## src/sv/etc1_pkg.sv

```systemverilog
`timescale 1ns / 1ps

package etc1_pkg;

  localparam int MaxDimDefault = 16384;
  localparam int CfgDimW = 15;
  localparam logic [CfgDimW-1:0] CfgDimReset = 15'd16384;

  localparam int CfgIdxW = 2;
  localparam logic [CfgIdxW-1:0] CfgImageWidth = 2'd0;
  localparam logic [CfgIdxW-1:0] CfgImageHeight = 2'd1;
  localparam logic [CfgIdxW-1:0] CfgSwapRedBlue = 2'd2;

  localparam logic [3:0] LastPos = 4'd15;

  // intensity modifier magnitudes per table code
  localparam logic [7:0] ModSmall [8] = '{8'd2, 8'd5, 8'd9, 8'd13, 8'd18, 8'd24, 8'd33, 8'd47};
  localparam logic [7:0] ModLarge [8] = '{8'd8, 8'd17, 8'd29, 8'd42, 8'd60, 8'd80, 8'd106,
                                          8'd183};

  typedef struct packed {
    logic [31:0] block_high;
    logic [31:0] block_low;
    logic [11:0] block_col;
    logic [11:0] block_row;
  } in_t;

  typedef struct packed {
    logic [13:0] pixel_x;
    logic [13:0] pixel_y;
    logic [7:0]  chan0;
    logic [7:0]  chan1;
    logic [7:0]  chan2;
    logic        last_pixel;
  } out_t;

  typedef struct packed {
    logic [7:0] chan0;
    logic [7:0] chan1;
    logic [7:0] chan2;
  } rgb_t;

  typedef struct packed {
    logic [31:0] block_high;
    logic [31:0] block_low;
    logic [1:0]  dx;
    logic [1:0]  dy;
    logic        swap;
  } pix_req_t;

  // signed modifier for a table code and a two-bit pixel index
  function automatic logic signed [9:0] modifier(input logic [2:0] tab, input logic [1:0] sel);
    logic [9:0] mag;
    begin
      mag = sel[0] ? {2'b00, ModLarge[tab]} : {2'b00, ModSmall[tab]};
      modifier = sel[1] ? -$signed(mag) : $signed(mag);
    end
  endfunction

endpackage

```

## src/sv/etc1_pixel.sv

```systemverilog
`timescale 1ns / 1ps

module etc1_pixel import etc1_pkg::*; (
  input  pix_req_t req,
  output rgb_t     rgb
);

  logic [31:0]       hi;
  logic [31:0]       lo;
  logic [3:0]        bit_idx;
  logic              sub;
  logic [1:0]        sel;
  logic [2:0]        tab;
  logic signed [9:0] m;
  logic [7:0]        base [3];
  logic [7:0]        chan [3];

  function automatic logic [7:0] sat_byte(input logic signed [9:0] v);
    begin
      if (v < 0) begin
        sat_byte = 8'd0;
      end else if (v > 10'sd255) begin
        sat_byte = 8'd255;
      end else begin
        sat_byte = v[7:0];
      end
    end
  endfunction

  always_comb begin
    hi = req.block_high;
    lo = req.block_low;
    bit_idx = {req.dx, req.dy};
    sub = hi[0] ? req.dy[1] : req.dx[1];
    sel = {lo[5'd16 + {1'b0, bit_idx}], lo[bit_idx]};
    tab = sub ? hi[4:2] : hi[7:5];
    m = modifier(tab, sel);
  end

  // base color of the selected subblock, channel 0 = red, 1 = green, 2 = blue
  always_comb begin
    for (int c = 0; c < 3; c++) begin
      logic [4:0] e1;
      logic [2:0] d;
      logic [7:0] e2;
      logic [3:0] a;
      logic [3:0] b;
      e1 = hi[31 - 8 * c -: 5];
      d = hi[26 - 8 * c -: 3];
      e2 = {3'b000, e1} + {{5{d[2]}}, d};
      a = hi[31 - 8 * c -: 4];
      b = hi[27 - 8 * c -: 4];
      if (hi[1]) begin
        base[c] = sub ? ({e2[4:0], 3'b000} | {2'b00, e2[7:2]})
                      : ({e1, 3'b000} | {5'b00000, e1[4:2]});
      end else begin
        base[c] = sub ? {b, b} : {a, a};
      end
      chan[c] = sat_byte($signed({2'b00, base[c]}) + m);
    end
  end

  assign rgb.chan0 = req.swap ? chan[0] : chan[2];
  assign rgb.chan1 = chan[1];
  assign rgb.chan2 = req.swap ? chan[2] : chan[0];

endmodule

```

## src/sv/etc1_block_decoder.sv

```systemverilog
`timescale 1ns / 1ps

// ETC1 block decoder: each accepted 64-bit block is walked over its sixteen
// pixel positions in row-major order, one position per clock unless a stall
// holds it, and the next block is taken in the same cycle as the last
// position of the current one. Pixels outside the image width and height
// are dropped, which leaves a gap cycle on the result side; the last pixel
// emitted for a block carries last_pixel. A result register separates the
// pixel datapath from out_stall, and a stall holds the walk. Configuration
// must be written only while the decoder is idle; the block does not enforce it.

module etc1_block_decoder import etc1_pkg::*; #(
  parameter int MAX_DIM = MaxDimDefault
) (
  input  logic               clk,
  input  logic               rst_n,
  input  logic               in_valid,
  output logic               in_stall,
  input  in_t                in_data,
  output logic               out_valid,
  input  logic               out_stall,
  output out_t               out_data,
  input  logic               cfg_valid,
  output logic               cfg_ready,
  input  logic [CfgIdxW-1:0] cfg_index,
  input  logic [CfgDimW-1:0] cfg_data
);

  localparam int DimW = $clog2(MAX_DIM + 1);
  localparam int CmpW = (DimW > CfgDimW) ? DimW : CfgDimW;
  localparam logic [CmpW-1:0] DimLimit = CmpW'(MAX_DIM);

  logic [CfgDimW-1:0] width_r;
  logic [CfgDimW-1:0] height_r;
  logic               swap_r;

  logic               busy_r;
  logic [3:0]         cnt_r;
  logic [31:0]        hi_r;
  logic [31:0]        lo_r;
  logic [11:0]        col_r;
  logic [11:0]        row_r;
  logic [2:0]         ncols_r;
  logic [2:0]         nrows_r;
  logic               out_valid_r;
  out_t               out_data_r;

  logic [CmpW-1:0]    w_sat;
  logic [CmpW-1:0]    h_sat;
  logic [CmpW-1:0]    x_org;
  logic [CmpW-1:0]    y_org;
  logic [CmpW-1:0]    w_rem;
  logic [CmpW-1:0]    h_rem;
  logic [2:0]         ncols_nxt;
  logic [2:0]         nrows_nxt;

  logic               adv;
  logic               step;
  logic               in_acc;
  logic [1:0]         dx;
  logic [1:0]         dy;
  logic               emit;
  logic               last;
  pix_req_t           req;
  rgb_t               rgb;

  // number of block columns and rows inside the image
  always_comb begin
    w_sat = (CmpW'(width_r) > DimLimit) ? DimLimit : CmpW'(width_r);
    h_sat = (CmpW'(height_r) > DimLimit) ? DimLimit : CmpW'(height_r);
    x_org = CmpW'({in_data.block_col, 2'b00});
    y_org = CmpW'({in_data.block_row, 2'b00});
    w_rem = w_sat - x_org;
    h_rem = h_sat - y_org;
    if (w_sat <= x_org) begin
      ncols_nxt = 3'd0;
    end else if (w_rem >= CmpW'(4)) begin
      ncols_nxt = 3'd4;
    end else begin
      ncols_nxt = w_rem[2:0];
    end
    if (h_sat <= y_org) begin
      nrows_nxt = 3'd0;
    end else if (h_rem >= CmpW'(4)) begin
      nrows_nxt = 3'd4;
    end else begin
      nrows_nxt = h_rem[2:0];
    end
  end

  assign adv = !out_valid_r || !out_stall;
  assign step = busy_r && adv;
  assign in_stall = busy_r && !(adv && (cnt_r == LastPos));
  assign in_acc = in_valid && !in_stall;
  assign cfg_ready = 1'b1;

  assign dy = cnt_r[3:2];
  assign dx = cnt_r[1:0];
  assign emit = ({1'b0, dx} < ncols_r) && ({1'b0, dy} < nrows_r);
  assign last = ({1'b0, dx} == ncols_r - 3'd1) && ({1'b0, dy} == nrows_r - 3'd1);

  assign req.block_high = hi_r;
  assign req.block_low = lo_r;
  assign req.dx = dx;
  assign req.dy = dy;
  assign req.swap = swap_r;

  etc1_pixel u_pixel (
    .req (req),
    .rgb (rgb)
  );

  always_ff @(posedge clk) begin
    if (!rst_n) begin
      width_r <= CfgDimReset;
      height_r <= CfgDimReset;
      swap_r <= 1'b0;
      busy_r <= 1'b0;
      cnt_r <= '0;
      out_valid_r <= 1'b0;
    end else begin
      if (cfg_valid && cfg_ready) begin
        case (cfg_index)
          CfgImageWidth: width_r <= cfg_data;
          CfgImageHeight: height_r <= cfg_data;
          CfgSwapRedBlue: swap_r <= cfg_data[0];
          default: ;
        endcase
      end
      if (in_acc) begin
        busy_r <= 1'b1;
        cnt_r <= '0;
      end else if (step) begin
        cnt_r <= cnt_r + 4'd1;
        if (cnt_r == LastPos) begin
          busy_r <= 1'b0;
        end
      end
      if (adv) begin
        out_valid_r <= step && emit;
      end
    end
  end

  // block and result payload
  always_ff @(posedge clk) begin
    if (in_acc) begin
      hi_r <= in_data.block_high;
      lo_r <= in_data.block_low;
      col_r <= in_data.block_col;
      row_r <= in_data.block_row;
      ncols_r <= ncols_nxt;
      nrows_r <= nrows_nxt;
    end
    if (step && emit) begin
      out_data_r.pixel_x <= {col_r, dx};
      out_data_r.pixel_y <= {row_r, dy};
      out_data_r.chan0 <= rgb.chan0;
      out_data_r.chan1 <= rgb.chan1;
      out_data_r.chan2 <= rgb.chan2;
      out_data_r.last_pixel <= last;
    end
  end

  assign out_valid = out_valid_r;
  assign out_data = out_data_r;

endmodule

```

## config.mk

```make
export PLATFORM = sky130hd
export DESIGN_NAME = etc1_block_decoder
export DESIGN_NICKNAME = d
export VERILOG_FILES = /design/src/sv/etc1_pkg.sv /design/src/sv/etc1_pixel.sv /design/src/sv/etc1_block_decoder.sv
export SDC_FILE = /design/constraint.sdc
export NUM_CORES = 1
export LEC_CHECK = 0
export ABC_AREA = 1
export BUFFER_PORTS_ARGS = -buffer_cell sky130_fd_sc_hd__buf_2
export CORE_ASPECT_RATIO = 1.1
export CORE_UTILIZATION = 45
export DETAILED_ROUTE_END_ITERATION = 6
export PLACE_DENSITY = 0.76
export SLEW_MARGIN = 10
export SYNTH_ARGS = -nofsm -noshare
export SYNTH_HDL_FRONTEND = slang
export SYNTH_SLANG_ARGS = --single-unit
```

## constraint.sdc

```tcl
create_clock -name clk -period 9.9 [get_ports clk]
set_clock_uncertainty 0.15 [all_clocks]
set_input_delay 0 -clock clk [delete_from_list [all_inputs] [get_ports clk]]
set_output_delay 0 -clock clk [all_outputs]
set_load 0.03 [all_outputs]
```

Word level (Yosys, flattened, before mapping)
Memories as Yosys holds them, arrays and structs flattened.
Index checks and enable logic that the tools add are counted.
Operators by class
  $lt $le $gt $ge: 17
  multiplexer cells: 35
  add/sub/neg operators: 13
  reduce and logical (&&, ||, !) cells: 22
  bitwise logic cells: 8
  equality and inequality tests: 5
Operators by type and width (number)
  $mux 8: 21
  $add 9x10->10: 3
  $ge 15x3->1 const B: 2
  $gt 10x9->1 const B: 3
  $gt 15x15->1 const B: 2
  $le 15x14->1: 2
  $lt 10x1->1 const B: 3
  $mux 15: 2
  $sub 15x14->15: 2
  $or 8x3->8: 3
  $or 8x6->8: 3
  $add 6x3->7: 3
  $mux 10: 1
  $neg 10->10: 1
  $mux 3: 3
  $reduce_and 2->1: 4
  $logic_and 1x1->1: 7
  $eq 2x3->1: 2
  $lt 2x3->1: 2
  $lt 4x6->1 const B: 1
  $lt 5x6->1 const B: 1
  $mux 1: 6
  $reduce_or 2->1: 3
  $sub 3x1->3 const B: 2
  other kinds (14): 18
Word-level totals
  memory bits (read-only): 128
  logic and storage cells: 122
  bits of input ports: 110
  output and inout bits: 56
  memories: 2
  register bits after elaboration: 184
Memories
  (name not given): words 8, bits a word 8, rd ports 1, clocked after Yosys merged registers in 0, write ports 0, RTL line etc1_pkg.sv:55  | mag = sel[0] ? {2'b00, ModLarge[tab]} : {2'b00, ModSmall[tab]};
  (name not given): words 8, bits a word 8, rd ports 1, clocked after Yosys merged registers in 0, write ports 0, RTL line etc1_pkg.sv:55

Logic depth before layout (Yosys ltp)
  depth after elaboration: 14
  mapped depth: 32
  mapped depth without buffers: 31

Modules after synthesis
From an unflattened synthesis, not the netlist that was laid out.
Unflattened totals
  cell total of the unflattened synthesis: 1403
  area total of the unflattened synthesis: 11668.7 µm²
By module, submodules not included
  etc1_block_decoder: instances 1, seq. area each 5154.9 µm², area each 7915.1 µm², cells an instance 753
  etc1_pixel: instances 1, seq. area each 0.0 µm², area each 3753.6 µm², cells an instance 650

Worst setup path before layout
No wires, ideal clock.
  kind: flip-flop to flip-flop
  start: register out_valid_r (netlist: out_valid)
  end: register out_data_r, in the netlist out_data[0], enable pin
  buffers on the path: 0
  path slack: -0.265 ns
  clock period less this slack: 10.165 ns
  stages on the path, launching flop included: 6
  library setup time: 0.753 ns
  arrival: 9.262 ns
  required time: 8.997 ns
  path through: dfxtp_1 -> nand2_1 -> inv_1 -> nor2_1 -> inv_1 -> a2111oi_0
Between the ends
  longest elaborated chain between the ends: 4
RTL lines
  start, declared: RTL line etc1_block_decoder.sv:45  | logic out_valid_r;
  start signal, assigned: RTL line etc1_block_decoder.sv:140  | out_valid_r <= step && emit;
  $logic_not 1->1: RTL line etc1_block_decoder.sv:91  | assign adv = !out_valid_r || !out_stall;
  $logic_or 1x1->1: RTL line etc1_block_decoder.sv:91
  $logic_and 1x1->1: RTL line etc1_block_decoder.sv:92  | assign step = busy_r && adv;
  $logic_and 1x1->1: RTL line etc1_block_decoder.sv:155  | if (step && emit) begin
  end, declared: RTL line etc1_block_decoder.sv:46  | out_t out_data_r;
No other way between the ends.
A chain may end at the register's enable or synchronous reset.

==> results.sh <==
export IMPL_run_status="finished with violations"
export IMPL_failed_checks="DRC"
export IMPL_crit_path_start_kind="flop"
export IMPL_worstSkewPairLatency_ps=430
export IMPL_dp_cells=1722
export IMPL_dr_pass1_iters=7
export IMPL_dp_hpwl_mm=18.6
export IMPL_ys_flop_type="edfxtp_1"
export IMPL_synth_edf_count=147
export IMPL_maxClockFrequency_mhz=181
export IMPL_rows=60
export IMPL_core_um2=24400
export IMPL_clock_sinks=184
export IMPL_setup_viol=0
export IMPL_worst_path_max_delay_cell="dfxtp_1"
export IMPL_p_per_area_nw_per_um2=164
export IMPL_initial_utilization_pct=45.7
export IMPL_ys_warn_count=0
export IMPL_hold_viol_final=0
export IMPL_grt_pass1_vias=9569
export IMPL_nFillCells=2054
export IMPL_place_congestion=0.883
export IMPL_drcViolationCount=18
export IMPL_rsz0062_at_grt="no"
export IMPL_critPathBufInv=4
export IMPL_vias=9516
export IMPL_ctsResizeCount=0
export IMPL_hold_path_class="in2reg"
export IMPL_wl_per_cell_um=14.3
export IMPL_viasPerCell=5.10
export IMPL_nets=1740
export IMPL_slew_headroom_pct=25.0
export IMPL_path_class="reg2reg"
export IMPL_p_leak_nw=6.34
export IMPL_drtIter0Drc=562
export IMPL_wirelength_mm=26.7
export IMPL_worst_pin_slew_ps=1110
export IMPL_synthesis_nets=1473
export IMPL_yosysMostFrequentCell="nand2_1"
export IMPL_arrival_ps=5560
export IMPL_syn_mean_instance_area_um2=8.75
export IMPL_postRouteAntennaNets=0
export IMPL_crit_family="simple AND/OR/NAND/NOR gates"
export IMPL_antenna_found_initial=0
export IMPL_worstPathRequired_ps=9930
export IMPL_cts_tree="done"
export IMPL_peakVddDrop_mv=0.103
export IMPL_ys_top_cells_by_area="edfxtp_1, ha_1, nand2_1"
export IMPL_crit_path_max_incr_delay_ps=720
export IMPL_cts_path_max_buffers=2
export IMPL_cts_buffers=17
export IMPL_stdcell_count=1865
export IMPL_die_area_um2=25400
export IMPL_pin_count=166
export IMPL_final_core_util_pct=57.0
export IMPL_synth_largest_area_cell="edfxtp_1"
export IMPL_syn2layout_area_growth_pct=24.7
export IMPL_cap_violations=0
export IMPL_synthCells=1275
export IMPL_gr_total_overflow=0
export IMPL_async_flop_share_pct=0
export IMPL_placed_cell_area_um2=12200
export IMPL_die_h_um=167
export IMPL_period_share_pct=55.9
export IMPL_die_w_um=152
export IMPL_track_usage_pct=21.7
export IMPL_grt_pass1_wl_mm=44.1
export IMPL_path_common_cell="nand2_1"
export IMPL_p_total_mw=2.28
export IMPL_path_clk_slew_ps=80
export IMPL_syn_area_um2=11200
export IMPL_n_antenna_cell=0
export IMPL_worstSetupEndpointType="flop"
export IMPL_period_needed_ps=5530
export IMPL_ys_seq_area_share_pct=46.2
export IMPL_ys_types=54
export IMPL_cts_max_level=4
export IMPL_finalSetupTns_ps=0
export IMPL_report_final_slew_viol_count=0
export IMPL_ys_ff_latch=184
export IMPL_design_area_um2=13900
export IMPL_crit_fanout=34
export IMPL_cts_root_buf="clkbuf_16"
export IMPL_yosys_area_top_type_share_pct=39.6
export IMPL_io_buffer_count=164
export IMPL_synthTopCellsByCount="nand2_1, inv_1, edfxtp_1, nor2_1, nand3_1"
export IMPL_drive_gt1_share_pct=16.5
export IMPL_grt_max_degree=77
==> cell usage in the layout (no fill, tap or decap), drive strengths merged, types with 2 or more instances in the layout <==
master and n:
nor2 129, o31ai 2, o21a 3, dlygate4sd3 111
nand4 15, or2 22, clkbuf 18, ha 80
and3 2, a31oi 6, a21oi 105, edfxtp 147
clkinvlp 2, inv 187, o311ai 3, buf 167
xor2 32, a21o 4, nand3 113, o211ai 2
fa 8, o21ai 60, dfxtp 37, o21bai 3
nor3b 2, clkinv 9, nor3 6, nor4 4
nand2 247, nand3b 3, xnor2 17
==> cell families after synthesis <==
family | after synthesis | share of synthesized area [%]
simple gates | 543 | 21.8
flops | 184 | 46.2
xor+xnor | 49 | 4.08
other cells | 1 | 0.0336
buf+inv | 214 | 7.76
fa+ha+maj | 88 | 10.4
compound gates | 196 | 9.65
==> layer usage <==
layer / share of wire (%) / track usage, % / vias up
li1: - / - / 4795
met1: 42 / 24.8 / 4376
met2: 50 / 39.3 / 283
met3: 4.7 / 4.58 / 62
met4: 3.1 / 8.83 / 0
met5: 0 / 0 / -
==> worst register-to-register path: cells and delay by family, from the launching register on <==
family | cells | cell delay [ps]
buf+inv | 4 | 420
fa+ha+maj | 3 | 1220
simple gates | 16 | 1870
flops | 1 | 720
compound gates | 5 | 930
==> worst paths after layout <==
check / start / end / slack (ps) / cells past startpoint
worst max register to register: cnt_r[3] / out_data[17] / 4370 / 28
worst max-delay path: cnt_r[3] / out_data[17] / 4370 / 28
worst min register to register: col_r[6] / out_data[47] / 270 / 0
worst min-delay path: in_data[31] / lo_r[7] / 120 / 2
==> registers in the layout (all words and copies together) (netlist names), 3 cells and up <==
register  flops
row_r        12
nrows_r       3
hi_r         32
ncols_r       3
height_r     15
col_r        12
cnt_r         4
out_data     53
width_r      15
lo_r         32
==> what timing repair did <==
item / in CTS / in global routing
hold buffers: 111 / 0
endpoints found under the hold margin: 143 / 0
setup buffers: 0 / 0
==> layout make-up <==
class | count | area, um^2 | area share, %
timing repair buffer | 278 | 1950 | 14.1
tap | 310 | 388 | 2.79
inverter | 184 | 691 | 4.97
sequential | 184 | 5150 | 37.1
clock buffer | 18 | 439 | 3.16
clock inverter | 14 | 138 | 0.990
multi-input combinational | 877 | 5140 | 37.0
==> power by group <==
group	switching [mW]	internal (mW)
logic	0.423	0.256
registers	0.0228	0.910
clock network	0.332	0.340
==> metrics by stage <==
step	hold WS (ps)	setup slack, ps
global route	101	3830
global placement	26.6	4650
CTS	103	4380
finish	121	4370
detailed placement	28.1	4440
floorplan	-51.1	2390
Note: power is estimated with default switching activity, not from simulation.
